$ cat src/rtl/stable_priority_process_queue_defines.svh
// Assertion macros shared by the stable priority process queue RTL.
`ifndef STABLE_PRIORITY_PROCESS_QUEUE_DEFINES_SVH
`define STABLE_PRIORITY_PROCESS_QUEUE_DEFINES_SVH

// Same-cycle implication, sampled on clk and held off while rst_n is low.
`define SPQ_ASSERT_SAME(lbl, ante, cons) \
  lbl: assert property (@(posedge clk) disable iff (!rst_n) (ante) |-> (cons)) \
    else $error("queue assertion failed");

// Next-cycle implication, sampled on clk and held off while rst_n is low.
`define SPQ_ASSERT_NEXT(lbl, ante, cons) \
  lbl: assert property (@(posedge clk) disable iff (!rst_n) (ante) |=> (cons)) \
    else $error("queue assertion failed");

`endif

$ cat src/rtl/spq_pkg.sv
// Shared types and constants for the stable priority process queue.
`timescale 1ns / 1ps
`default_nettype none

package spq_pkg;

  localparam int QUEUE_DEPTH_DEF   = 16;
  localparam int PRIORITY_BITS_DEF = 8;
  localparam int ID_BITS_DEF       = 8;

  localparam logic CMD_PUSH = 1'b0;
  localparam logic CMD_POP  = 1'b1;

  typedef enum logic [1:0] {
    ST_PUSHED = 2'd0,
    ST_POPPED = 2'd1,
    ST_EMPTY  = 2'd2,
    ST_FULL   = 2'd3
  } spq_status_t;

  // Operation broadcast to every cell of the chain in the same cycle.
  typedef struct packed {
    logic push;
    logic pop;
  } spq_ctl_t;

endpackage

`default_nettype wire

$ cat src/rtl/spq_cell.sv
// One slot of the sorted chain: holds an entry and trades it with its neighbors.
`timescale 1ns / 1ps
`default_nettype none

module spq_cell #(
  parameter int INDEX         = 0,
  parameter int CNT_BITS      = 5,
  parameter int PRIORITY_BITS = spq_pkg::PRIORITY_BITS_DEF,
  parameter int ID_BITS       = spq_pkg::ID_BITS_DEF
) (
  input  wire                         clk,
  input  spq_pkg::spq_ctl_t           ctl,
  input  wire  [CNT_BITS-1:0]         count,
  input  wire  [PRIORITY_BITS-1:0]    new_pri,
  input  wire  [ID_BITS-1:0]          new_id,
  input  wire                         left_keep,
  input  wire  [PRIORITY_BITS-1:0]    left_pri,
  input  wire  [ID_BITS-1:0]          left_id,
  input  wire  [PRIORITY_BITS-1:0]    right_pri,
  input  wire  [ID_BITS-1:0]          right_id,
  output logic                        keep,
  output logic [PRIORITY_BITS-1:0]    pri_q,
  output logic [ID_BITS-1:0]          id_q
);

  logic [PRIORITY_BITS-1:0] pri_r, pri_nxt;
  logic [ID_BITS-1:0]       id_r, id_nxt;
  logic                     occupied;

  assign occupied = (count > CNT_BITS'(INDEX));
  // An occupied slot whose priority is at least the new one stays ahead of it.
  assign keep     = occupied && (pri_r >= new_pri);

  always_comb begin
    pri_nxt = pri_r;
    id_nxt  = id_r;
    if (ctl.push) begin
      if (!keep) begin
        if (left_keep) begin
          pri_nxt = new_pri;
          id_nxt  = new_id;
        end else begin
          pri_nxt = left_pri;
          id_nxt  = left_id;
        end
      end
    end else if (ctl.pop) begin
      pri_nxt = right_pri;
      id_nxt  = right_id;
    end
  end

  always_ff @(posedge clk) begin
    pri_r <= pri_nxt;
    id_r  <= id_nxt;
  end

  assign pri_q = pri_r;
  assign id_q  = id_r;

endmodule

`default_nettype wire

$ cat src/rtl/stable_priority_process_queue.sv
// Top level of the stable priority process queue built as a chain of slot cells.
//
//   Channel  Handshake              Payload
//   in       in_valid / in_ready    in_cmd, in_new_priority, in_new_id
//   out      out_valid / out_ready  out_status, out_priority, out_id, out_occupancy
//
// Every cell compares its priority against the new one in parallel and the
// whole chain shifts by at most one slot per beat. The result sits in an
// output register; a new beat is taken whenever that register is empty or
// being drained, so one item per cycle is sustained.
// Synchronous active-low reset empties the queue and the output register.
// A stall on out_ready holds the result and blocks in_ready.
`timescale 1ns / 1ps
`default_nettype none

`include "stable_priority_process_queue_defines.svh"

module stable_priority_process_queue #(
  parameter int QUEUE_DEPTH   = spq_pkg::QUEUE_DEPTH_DEF,
  parameter int PRIORITY_BITS = spq_pkg::PRIORITY_BITS_DEF,
  parameter int ID_BITS       = spq_pkg::ID_BITS_DEF,
  localparam int CNT_BITS     = $clog2(QUEUE_DEPTH + 1)
) (
  input  wire                      clk,
  input  wire                      rst_n,
  input  wire                      in_valid,
  output logic                     in_ready,
  input  wire                      in_cmd,
  input  wire  [PRIORITY_BITS-1:0] in_new_priority,
  input  wire  [ID_BITS-1:0]       in_new_id,
  output logic                     out_valid,
  input  wire                      out_ready,
  output logic [1:0]               out_status,
  output logic [PRIORITY_BITS-1:0] out_priority,
  output logic [ID_BITS-1:0]       out_id,
  output logic [CNT_BITS-1:0]      out_occupancy
);

  localparam logic [CNT_BITS-1:0] FULL_COUNT = CNT_BITS'(QUEUE_DEPTH);
  localparam logic [CNT_BITS-1:0] ONE_COUNT  = CNT_BITS'(1);

  logic [CNT_BITS-1:0]      count_r, count_nxt;
  logic                     out_valid_r;
  spq_pkg::spq_status_t     status_r, status_nxt;
  logic [PRIORITY_BITS-1:0] opri_r, opri_nxt;
  logic [ID_BITS-1:0]       oid_r, oid_nxt;
  logic [CNT_BITS-1:0]      occ_r;

  logic                     in_fire;
  logic                     is_full, is_empty;
  spq_pkg::spq_ctl_t        ctl;

  logic [QUEUE_DEPTH-1:0]   keep_w;
  logic [PRIORITY_BITS-1:0] pri_w [QUEUE_DEPTH];
  logic [ID_BITS-1:0]       id_w  [QUEUE_DEPTH];

  assign in_ready = !out_valid_r || out_ready;
  assign in_fire  = in_valid && in_ready;
  assign is_full  = (count_r == FULL_COUNT);
  assign is_empty = (count_r == '0);

  assign ctl.push = in_fire && (in_cmd == spq_pkg::CMD_PUSH) && !is_full;
  assign ctl.pop  = in_fire && (in_cmd == spq_pkg::CMD_POP) && !is_empty;

  genvar gi;
  generate
    for (gi = 0; gi < QUEUE_DEPTH; gi++) begin : g_cell
      logic                     lk;
      logic [PRIORITY_BITS-1:0] lp, rp;
      logic [ID_BITS-1:0]       li, ri;

      if (gi == 0) begin : g_head
        // The head has nothing in front of it, so a new entry may always land here.
        assign lk = 1'b1;
        assign lp = in_new_priority;
        assign li = in_new_id;
      end else begin : g_body
        assign lk = keep_w[gi-1];
        assign lp = pri_w[gi-1];
        assign li = id_w[gi-1];
      end

      if (gi == QUEUE_DEPTH - 1) begin : g_tail
        assign rp = pri_w[gi];
        assign ri = id_w[gi];
      end else begin : g_mid
        assign rp = pri_w[gi+1];
        assign ri = id_w[gi+1];
      end

      spq_cell #(
        .INDEX         (gi),
        .CNT_BITS      (CNT_BITS),
        .PRIORITY_BITS (PRIORITY_BITS),
        .ID_BITS       (ID_BITS)
      ) u_cell (
        .clk       (clk),
        .ctl       (ctl),
        .count     (count_r),
        .new_pri   (in_new_priority),
        .new_id    (in_new_id),
        .left_keep (lk),
        .left_pri  (lp),
        .left_id   (li),
        .right_pri (rp),
        .right_id  (ri),
        .keep      (keep_w[gi]),
        .pri_q     (pri_w[gi]),
        .id_q      (id_w[gi])
      );
    end
  endgenerate

  always_comb begin
    count_nxt = count_r;
    if (ctl.push) begin
      count_nxt = count_r + ONE_COUNT;
    end else if (ctl.pop) begin
      count_nxt = count_r - ONE_COUNT;
    end
  end

  always_comb begin
    status_nxt = spq_pkg::ST_PUSHED;
    opri_nxt   = '0;
    oid_nxt    = '0;
    case (in_cmd)
      spq_pkg::CMD_PUSH: begin
        status_nxt = is_full ? spq_pkg::ST_FULL : spq_pkg::ST_PUSHED;
      end
      spq_pkg::CMD_POP: begin
        if (is_empty) begin
          status_nxt = spq_pkg::ST_EMPTY;
        end else begin
          status_nxt = spq_pkg::ST_POPPED;
          opri_nxt   = pri_w[0];
          oid_nxt    = id_w[0];
        end
      end
      default: begin
        status_nxt = spq_pkg::ST_PUSHED;
      end
    endcase
  end

  always_ff @(posedge clk) begin
    if (!rst_n) begin
      count_r     <= '0;
      out_valid_r <= 1'b0;
    end else begin
      count_r <= count_nxt;
      if (in_fire) begin
        out_valid_r <= 1'b1;
      end else if (out_ready) begin
        out_valid_r <= 1'b0;
      end
    end
  end

  always_ff @(posedge clk) begin
    if (in_fire) begin
      status_r <= status_nxt;
      opri_r   <= opri_nxt;
      oid_r    <= oid_nxt;
      occ_r    <= count_nxt;
    end
  end

  assign out_valid     = out_valid_r;
  assign out_status    = status_r;
  assign out_priority  = opri_r;
  assign out_id        = oid_r;
  assign out_occupancy = occ_r;

  `SPQ_ASSERT_SAME(a_count_bound, 1'b1, count_r <= FULL_COUNT)
  `SPQ_ASSERT_SAME(a_tail_keep_full, keep_w[QUEUE_DEPTH-1], is_full)
  `SPQ_ASSERT_NEXT(a_pop_shrinks, ctl.pop, count_r == $past(count_r) - ONE_COUNT)
  `SPQ_ASSERT_NEXT(a_beat_registered, in_fire, out_valid_r && (occ_r == count_r))
  `SPQ_ASSERT_SAME(a_idle_payload_zero,
                   out_valid_r && (status_r != spq_pkg::ST_POPPED),
                   (opri_r == '0) && (oid_r == '0))

endmodule

`default_nettype wire
$ cat config.mk
export PLATFORM = sky130hd
export DESIGN_NAME = stable_priority_process_queue
export DESIGN_NICKNAME = d
export VERILOG_FILES = /design/src/rtl/spq_pkg.sv /design/src/rtl/spq_cell.sv /design/src/rtl/stable_priority_process_queue.sv
export VERILOG_INCLUDE_DIRS = /design/src /design/src/rtl
export SDC_FILE = /design/constraint.sdc
export NUM_CORES = 1
export LEC_CHECK = 0
export BUFFER_PORTS_ARGS = -buffer_cell sky130_fd_sc_hd__buf_2
export CAP_MARGIN = 20
export CORE_MARGIN = 2
export CORE_UTILIZATION = 45
export DETAILED_ROUTE_END_ITERATION = 10
export PLACE_DENSITY = 0.62
export SKIP_LAST_GASP = 1
export SLEW_MARGIN = 10
export SYNTH_ARGS = -nofsm -noshare
export SYNTH_HDL_FRONTEND = slang
export SYNTH_SLANG_ARGS = --single-unit
export TNS_END_PERCENT = 20
$ cat constraint.sdc
create_clock -name clk -period 5 [get_ports clk]
set_clock_uncertainty 0.05 [all_clocks]
set_input_delay 0.25 -clock clk [delete_from_list [all_inputs] [get_ports clk]]
set_output_delay 0.25 -clock clk [all_outputs]
set_load 0.02 [all_outputs]
# Word-level counts from Yosys, hierarchy flattened
# Cells that the tools add are included.
[totals]
mem_bits_ro = 0
elab_cells = 262
reg_bits = 285
input_bits = 21
memories = 0
latchBits = 0
ram_bits = 0
output_inout_bits = 25
[op_classes]
order_cmp = 32
add_sub_neg = 2
n_eq_ne = 16
div_mod_pow = 0
n_reduce_logical = 45
shift = 0
mux = 127
mul = 0
bitwise_logic = 2
[ops]
columns = ["op", "n"]
rows = [
  ["$mux 8", 120],
  ["$ge 8x8->1", 16],
  ["$gt 5x4->1 const B", 8],
  ["$reduce_and 2->1", 16],
  ["$ne 2x2->1 const B", 15],
  ["$logic_and 1x1->1", 21],
  ["$gt 5x3->1 const B", 4],
  ["$gt 5x1->1 const B", 2],
  ["$gt 5x2->1 const B", 2],
  ["$mux 5", 2],
  ["$add 5x1->5 const B", 1],
  ["$eq 5x5->1 const B", 1],
  ["$logic_not 5->1", 1],
  ["$sub 5x1->5 const B", 1],
  ["$mux 2", 2],
  ["$pmux 2 s2", 1],
  ["$reduce_bool 2->1", 2],
  ["$logic_not 1->1", 3],
  ["$mux 1", 2],
  ["$not 1->1", 2],
  ["$reduce_or 2->1", 1],
  ["$logic_or 1x1->1", 1],
]

# Longest topological paths before layout
[depth]
depth_word = 7
mapped_depth = 11
depth_no_buf = 8

# By module
# From an unflattened synthesis, not the netlist that was laid out.
[hier_totals]
cells_unflattened = 1703
area_unflattened_um2 = 18088.6
[by_module_without_submodules]
columns = ["mod", "seq_area_each_um2", "area_each_um2", "n_inst", "cells_per_inst"]
rows = [
  ["spq_cell at g_cell[11].u_cell ...", 480.5, 1046.0, 2, 98],
  ["spq_cell at g_cell[10].u_cell ...", 480.5, 1041.0, 2, 101],
  ["spq_cell at g_cell[14].u_cell ...", 480.5, 1037.2, 2, 100],
  ["stable_priority_process_queue", 810.8, 1356.3, 1, 108],
  ["spq_cell at g_cell[7].u_cell", 480.5, 1068.5, 1, 99],
  ["spq_cell at g_cell[9].u_cell", 480.5, 1068.5, 1, 101],
  ["spq_cell at g_cell[1].u_cell", 480.5, 1059.8, 1, 98],
  ["spq_cell at g_cell[5].u_cell", 480.5, 1048.5, 1, 98],
  ["spq_cell at g_cell[13].u_cell", 480.5, 1047.3, 1, 98],
  ["spq_cell at g_cell[8].u_cell", 480.5, 1046.0, 1, 103],
  ["spq_cell at g_cell[2].u_cell", 480.5, 1043.5, 1, 100],
  ["spq_cell at g_cell[0].u_cell", 480.5, 1039.7, 1, 101],
  ["spq_cell at g_cell[15].u_cell", 480.5, 1032.2, 1, 98],
  ["spq_cell at g_cell[4].u_cell", 480.5, 1029.7, 1, 101],
]

# Worst setup path after synthesis
# OpenSTA, ideal clock, no wires.
[synth_timing]
kind = "input to register"
from = "in in_new_priority[2]"
to = "reg g_cell[2].u_cell.id_r[0] (enable)"
arrival_time_ns = 3.362
t_required_ns = 4.539
slack_ns = 1.177
setup_ns = 0.411
n_path_buf = 3
cell_stages = 10
path_cell_list = "clkbuf_1 inv_1 ha_1 a211o_1 a31oi_1 nor4_1 o21a_1 buf_2 buf_2 o21ai_0"
[synth_via]
elab_chain_cells = 4
[synth_rtl]
columns = ["item", "line_no", "rtl"]
rows = [
  ["start, declared", "stable_priority_process_queue.sv:29", "input wire [PRIORITY_BITS-1:0] in_new_priority,"],
  ["$ge 8x8->1", "spq_cell.sv:32", "assign keep = occupied && (pri_r >= new_pri);"],
  ["$logic_and 1x1->1", "spq_cell.sv:32", ""],
  ["$ne 2x2->1 (no line)", "n/a", ""],
  ["$reduce_and 2->1 (no line)", "n/a", ""],
  ["end signal, assigned", "spq_cell.sv:55", "id_r <= id_nxt;"],
  ["end, declared", "spq_cell.sv:27", "logic [ID_BITS-1:0] id_r, id_nxt;"],
]
# Every way passes these cells.
# A chain may end at the register's enable or synchronous reset.

# Worst setup path after layout
[layout_timing]
from = "reg count_r[0]"
to = "reg g_cell[8].u_cell.id_r[1] (enable)"
[layout_via]
elab_chain_cells = 5
word_cells_on_any_way = 11
classes_between = "order compare: 1; eq/ne: 2; reduce/logical: 8"
[layout_rtl]
columns = ["item", "line_no", "rtl"]
rows = [
  ["start, declared", "stable_priority_process_queue.sv:42", "logic [CNT_BITS-1:0] count_r, count_nxt;"],
  ["start signal, assigned", "stable_priority_process_queue.sv:151", "count_r <= count_nxt;"],
  ["branches (longest 4 deep; another with $gt 5x4->1)", "n/a", ""],
  ["$reduce_and 2->1 (no line) (*)", "n/a", ""],
  ["end signal, assigned", "spq_cell.sv:55", ""],
  ["end, declared", "spq_cell.sv:27", ""],
]
# Mark *: on every way between the ends.

==> PnR_summary.wiki <==
{| class="wikitable"
! Metric !! Value
|-
| Run status || finished clean
|-
| Shortest clock period the worst path allows after layout || 3.42 ns
|-
| Number of DRC violations after detailed routing || 0
|-
| Share of synthesized registers carrying an async set or reset || 0%
|-
| Post-synthesis compound-gate area fraction || 11.9%
|-
| # fillers || 3,278
|-
| Startpoint types || flip-flop
|-
| Clock transition at the registers of the reported paths || 0.06 ns
|-
| Via count of the first global-routing pass || 11,700
|-
| Multi-input combinational cell area || 7780 µm²
|-
| DR iter-0 viols || 1,331
|-
| Share of cell area taken by muxes after synthesis || 13.4%
|-
| Relative area change from synthesis to final layout || 10.9%
|-
| Post-route standard cell area excluding fillers || 18,700 µm²
|-
| Cell count after synthesis || 1,553
|-
| Area leader, netlist || sky130_fd_sc_hd__edfxtp_1
|-
| Post-CTS setup buffer count || 0
|-
| Total Die Area || 39,000 µm²
|-
| Share of the clock period used by the worst path after layout || 68.4%
|-
| Final Hold Vio Count || 0
|-
| Hold Slack || 0.209 ns
|-
| Rows || 70
|-
| Yosys reg bits || 285
|-
| Number of distinct library cell variants in the gate-level netlist after synthesis || 47
|-
| Dpl ws || 1.40 ns
|-
| Setup slack of the critical path after layout || 1.58 ns
|-
| Cts-stage hold buffer count || 3
|-
| Critical path fanouts, max || 19
|-
| Power density of the placed cells || 420 nW/µm²
|-
| Final count of negative-setup-slack endpoints || 0
|-
| Placed instance area || 17,500 µm²
|-
| Top-level I/O count || 46
|-
| Adder-cell share of the synthesized area || 9.95%
|-
| Area share of xor/xnor cells in the synthesized design || 0.208%
|-
| Normalized max-slew margin || 28.3%
|-
| Total gr overflow || 0
|-
| Cell with the most instances after synthesis || sky130_fd_sc_hd__nand2_1
|-
| Die height || 198 µm
|-
| Initial antenna violation count || 2
|-
| Wire length of the first global-routing pass || 69,500 µm
|-
| Type of the tightest min-delay check || in -> reg
|-
| Final-stage net count || 1,725
|-
| Placed instance count || 1,998
|-
| Dominant register cell in the synthesized netlist || sky130_fd_sc_hd__edfxtp_1
|-
| CTS tree || yes
|-
| Sequential cell area || 8500 µm²
|-
| Total iterations of the first detailed-routing run || 5
|-
| Setup repair after global routing missed its margin || false
|-
| Largest family of logic cells by synthesized area || multiplexers
|-
| Root buffer selected by CTS || sky130_fd_sc_hd__clkbuf_16
|-
| Area of the mapped netlist || 16,900 µm²
|-
| FF-to-FF End || g_cell[8].u_cell.id_q[1]
|-
| Final Instance Count excl. Fillers || 2,066
|-
| Largest cells by area after synthesis || sky130_fd_sc_hd__edfxtp_1, sky130_fd_sc_hd__mux2i_1, sky130_fd_sc_hd__ha_1
|-
| Via count || 12,100
|-
| Die X-Extent || 198 µm
|-
| Setup CP Type || reg -> reg
|-
| Endpoint of the most critical setup path || g_cell[8].u_cell.id_q[1]
|-
| Worst r2r path cells || 5
|-
| Effective utilization at floorplan || 45.8%
|-
| Max clock buf depth || 3
|-
| Number of maximum-capacitance violations || 0
|-
| Startpoint of the worst register-to-register path || count_r[0]
|-
| Routed len/inst || 21.6 µm
|-
| Total power || 7.85 mW
|-
| Critical Path Start || count_r[0]
|-
| Number of buffers created by CTS || 35
|-
| Antenna viol nets, final || 0
|-
| Share of layout cells above drive strength 1 || 10.8%
|-
| Required time of the critical path || 5.09 ns
|-
| Leakage power || 7.48 nW
|-
| Mapped Nets || 1,708
|-
| Post-DP HPWL || 31,300 µm
|-
| Post-synth EDFFs || 279
|-
| Clock sink total || 285
|-
| Overall track demand over capacity in global routing || 23.1%
|-
| Final total negative setup slack || 0 ns
|-
| Total number of H-tree levels || 2
|-
| Core Footprint || 36,800 µm²
|-
| Worst-margin pin slew || 1.07 ns
|-
| Pin count of the biggest net entering global routing || 91
|-
| Most instantiated cells after synthesis || sky130_fd_sc_hd__nand2_1, sky130_fd_sc_hd__edfxtp_1, sky130_fd_sc_hd__o21ai_0, sky130_fd_sc_hd__mux2i_1, sky130_fd_sc_hd__ha_1
|-
| Maximum clock frequency || 293 MHz
|-
| Clock latency of the later-clocked register in the worst-skew pair || 0.53 ns
|-
| Crit path arrival time || 3.51 ns
|-
| Worst-case vdd ir drop || 0.000257 V
|-
| Aggregate routed wire length || 44,600 µm
|-
| Area share of the largest cell type after synthesis || 49.7%
|-
| Synth Warn # || 0
|-
| Endpoint class of the critical path || flip-flop
|-
| Simple logic cell fraction of the synthesized area || 10.4%
|-
| Synthesized area divided by synthesized cell count || 10.9 µm²
|-
| Pins over their slew limit || 0
|-
| Routed vias/inst || 5.86
|-
| Register-to-Register Setup Slack || 1.58 ns
|-
| Final GP Congestion || 0.865
|-
| Util after Layout || 50.8%
|-
| Post-cts sizing count || 0
|-
| Sequential share of the synthesized area || 50.4%
|-
| Port Buffers || 45
|}
## cell type report
type | count | share of cell area (%)
inverter | 31 | 0.623
antenna | 1 | 0.0134
multi-input combinational | 1129 | 41.6
clock buffer | 40 | 4.95
timing repair buffer | 88 | 3.11
tap | 468 | 3.13
clock inverter | 24 | 1.08
sequential | 285 | 45.5
## cells by family after synthesis
family / after synthesis
and+or+nand+nor: 413
DFF: 285
buffers and inverters: 139
adders and majority gates: 134
AOI/OAI and AO/OA: 355
muxes: 223
xor gates and xnor gates: 4
## layout by cell type, fill, tap and decap left out, types with 16 or more instances in the layout
| master | n |
|---|---|
| sky130_fd_sc_hd__a21oi_1 | 35 |
| sky130_fd_sc_hd__and3_1 | 18 |
| sky130_fd_sc_hd__buf_2 | 45 |
| sky130_fd_sc_hd__buf_4 | 38 |
| sky130_fd_sc_hd__clkbuf_16 | 35 |
| sky130_fd_sc_hd__edfxtp_1 | 279 |
| sky130_fd_sc_hd__ha_1 | 134 |
| sky130_fd_sc_hd__inv_1 | 31 |
| sky130_fd_sc_hd__mux2_2 | 16 |
| sky130_fd_sc_hd__mux2i_1 | 207 |
| sky130_fd_sc_hd__nand2_1 | 292 |
| sky130_fd_sc_hd__nand2b_1 | 16 |
| sky130_fd_sc_hd__nand3_1 | 21 |
| sky130_fd_sc_hd__nor2_1 | 28 |
| sky130_fd_sc_hd__o211ai_1 | 21 |
| sky130_fd_sc_hd__o21ai_0 | 233 |
## critical path, cell delays in order, from the launching register on
cell                      delay [ns]
sky130_fd_sc_hd__dfxtp_1        0.46
sky130_fd_sc_hd__inv_1          0.15
sky130_fd_sc_hd__ha_1           0.25
sky130_fd_sc_hd__or4b_1         0.50
sky130_fd_sc_hd__nand4_1        0.66
sky130_fd_sc_hd__nand2_1        0.93
## power by group
group          switching [mW]  internal [mW]
registers               0.317           3.22
clock network            1.04           1.45
logic                    1.14          0.695
## layer usage
layer  wire length (µm)  vias up  GRT usage, %
li1                   -     5774             -
met1              22300     5807          36.5
met2              18400      459          33.3
met3               2840       69          2.65
met4               1120        0          6.15
met5                  0        -             0
## flip-flops by register name, indices dropped and copies added, names as in the netlist
signal	flops
out_priority	8
out_occupancy	5
out_id	8
g_cell.u_cell.pri_q	128
out_valid	1
count_r	5
out_status	2
g_cell.u_cell.id_q	128
## worst min-delay path by stage
stage               slack, ns                         to                 startpoint  cells past startpoint
global route             0.22                  out_id[6]                     in_cmd                      2
CTS                      0.19                  out_id[6]                     in_cmd                      2
finish                   0.21                  out_id[6]                     in_cmd                      2
global placement         0.47  g_cell[14].u_cell.id_q[3]  g_cell[15].u_cell.id_q[3]                      2
floorplan                0.32                 count_r[0]                      rst_n                      1
detailed placement       0.47                  out_valid                   in_valid                      3
No activity file was read; power rests on OpenSTA's default activity.
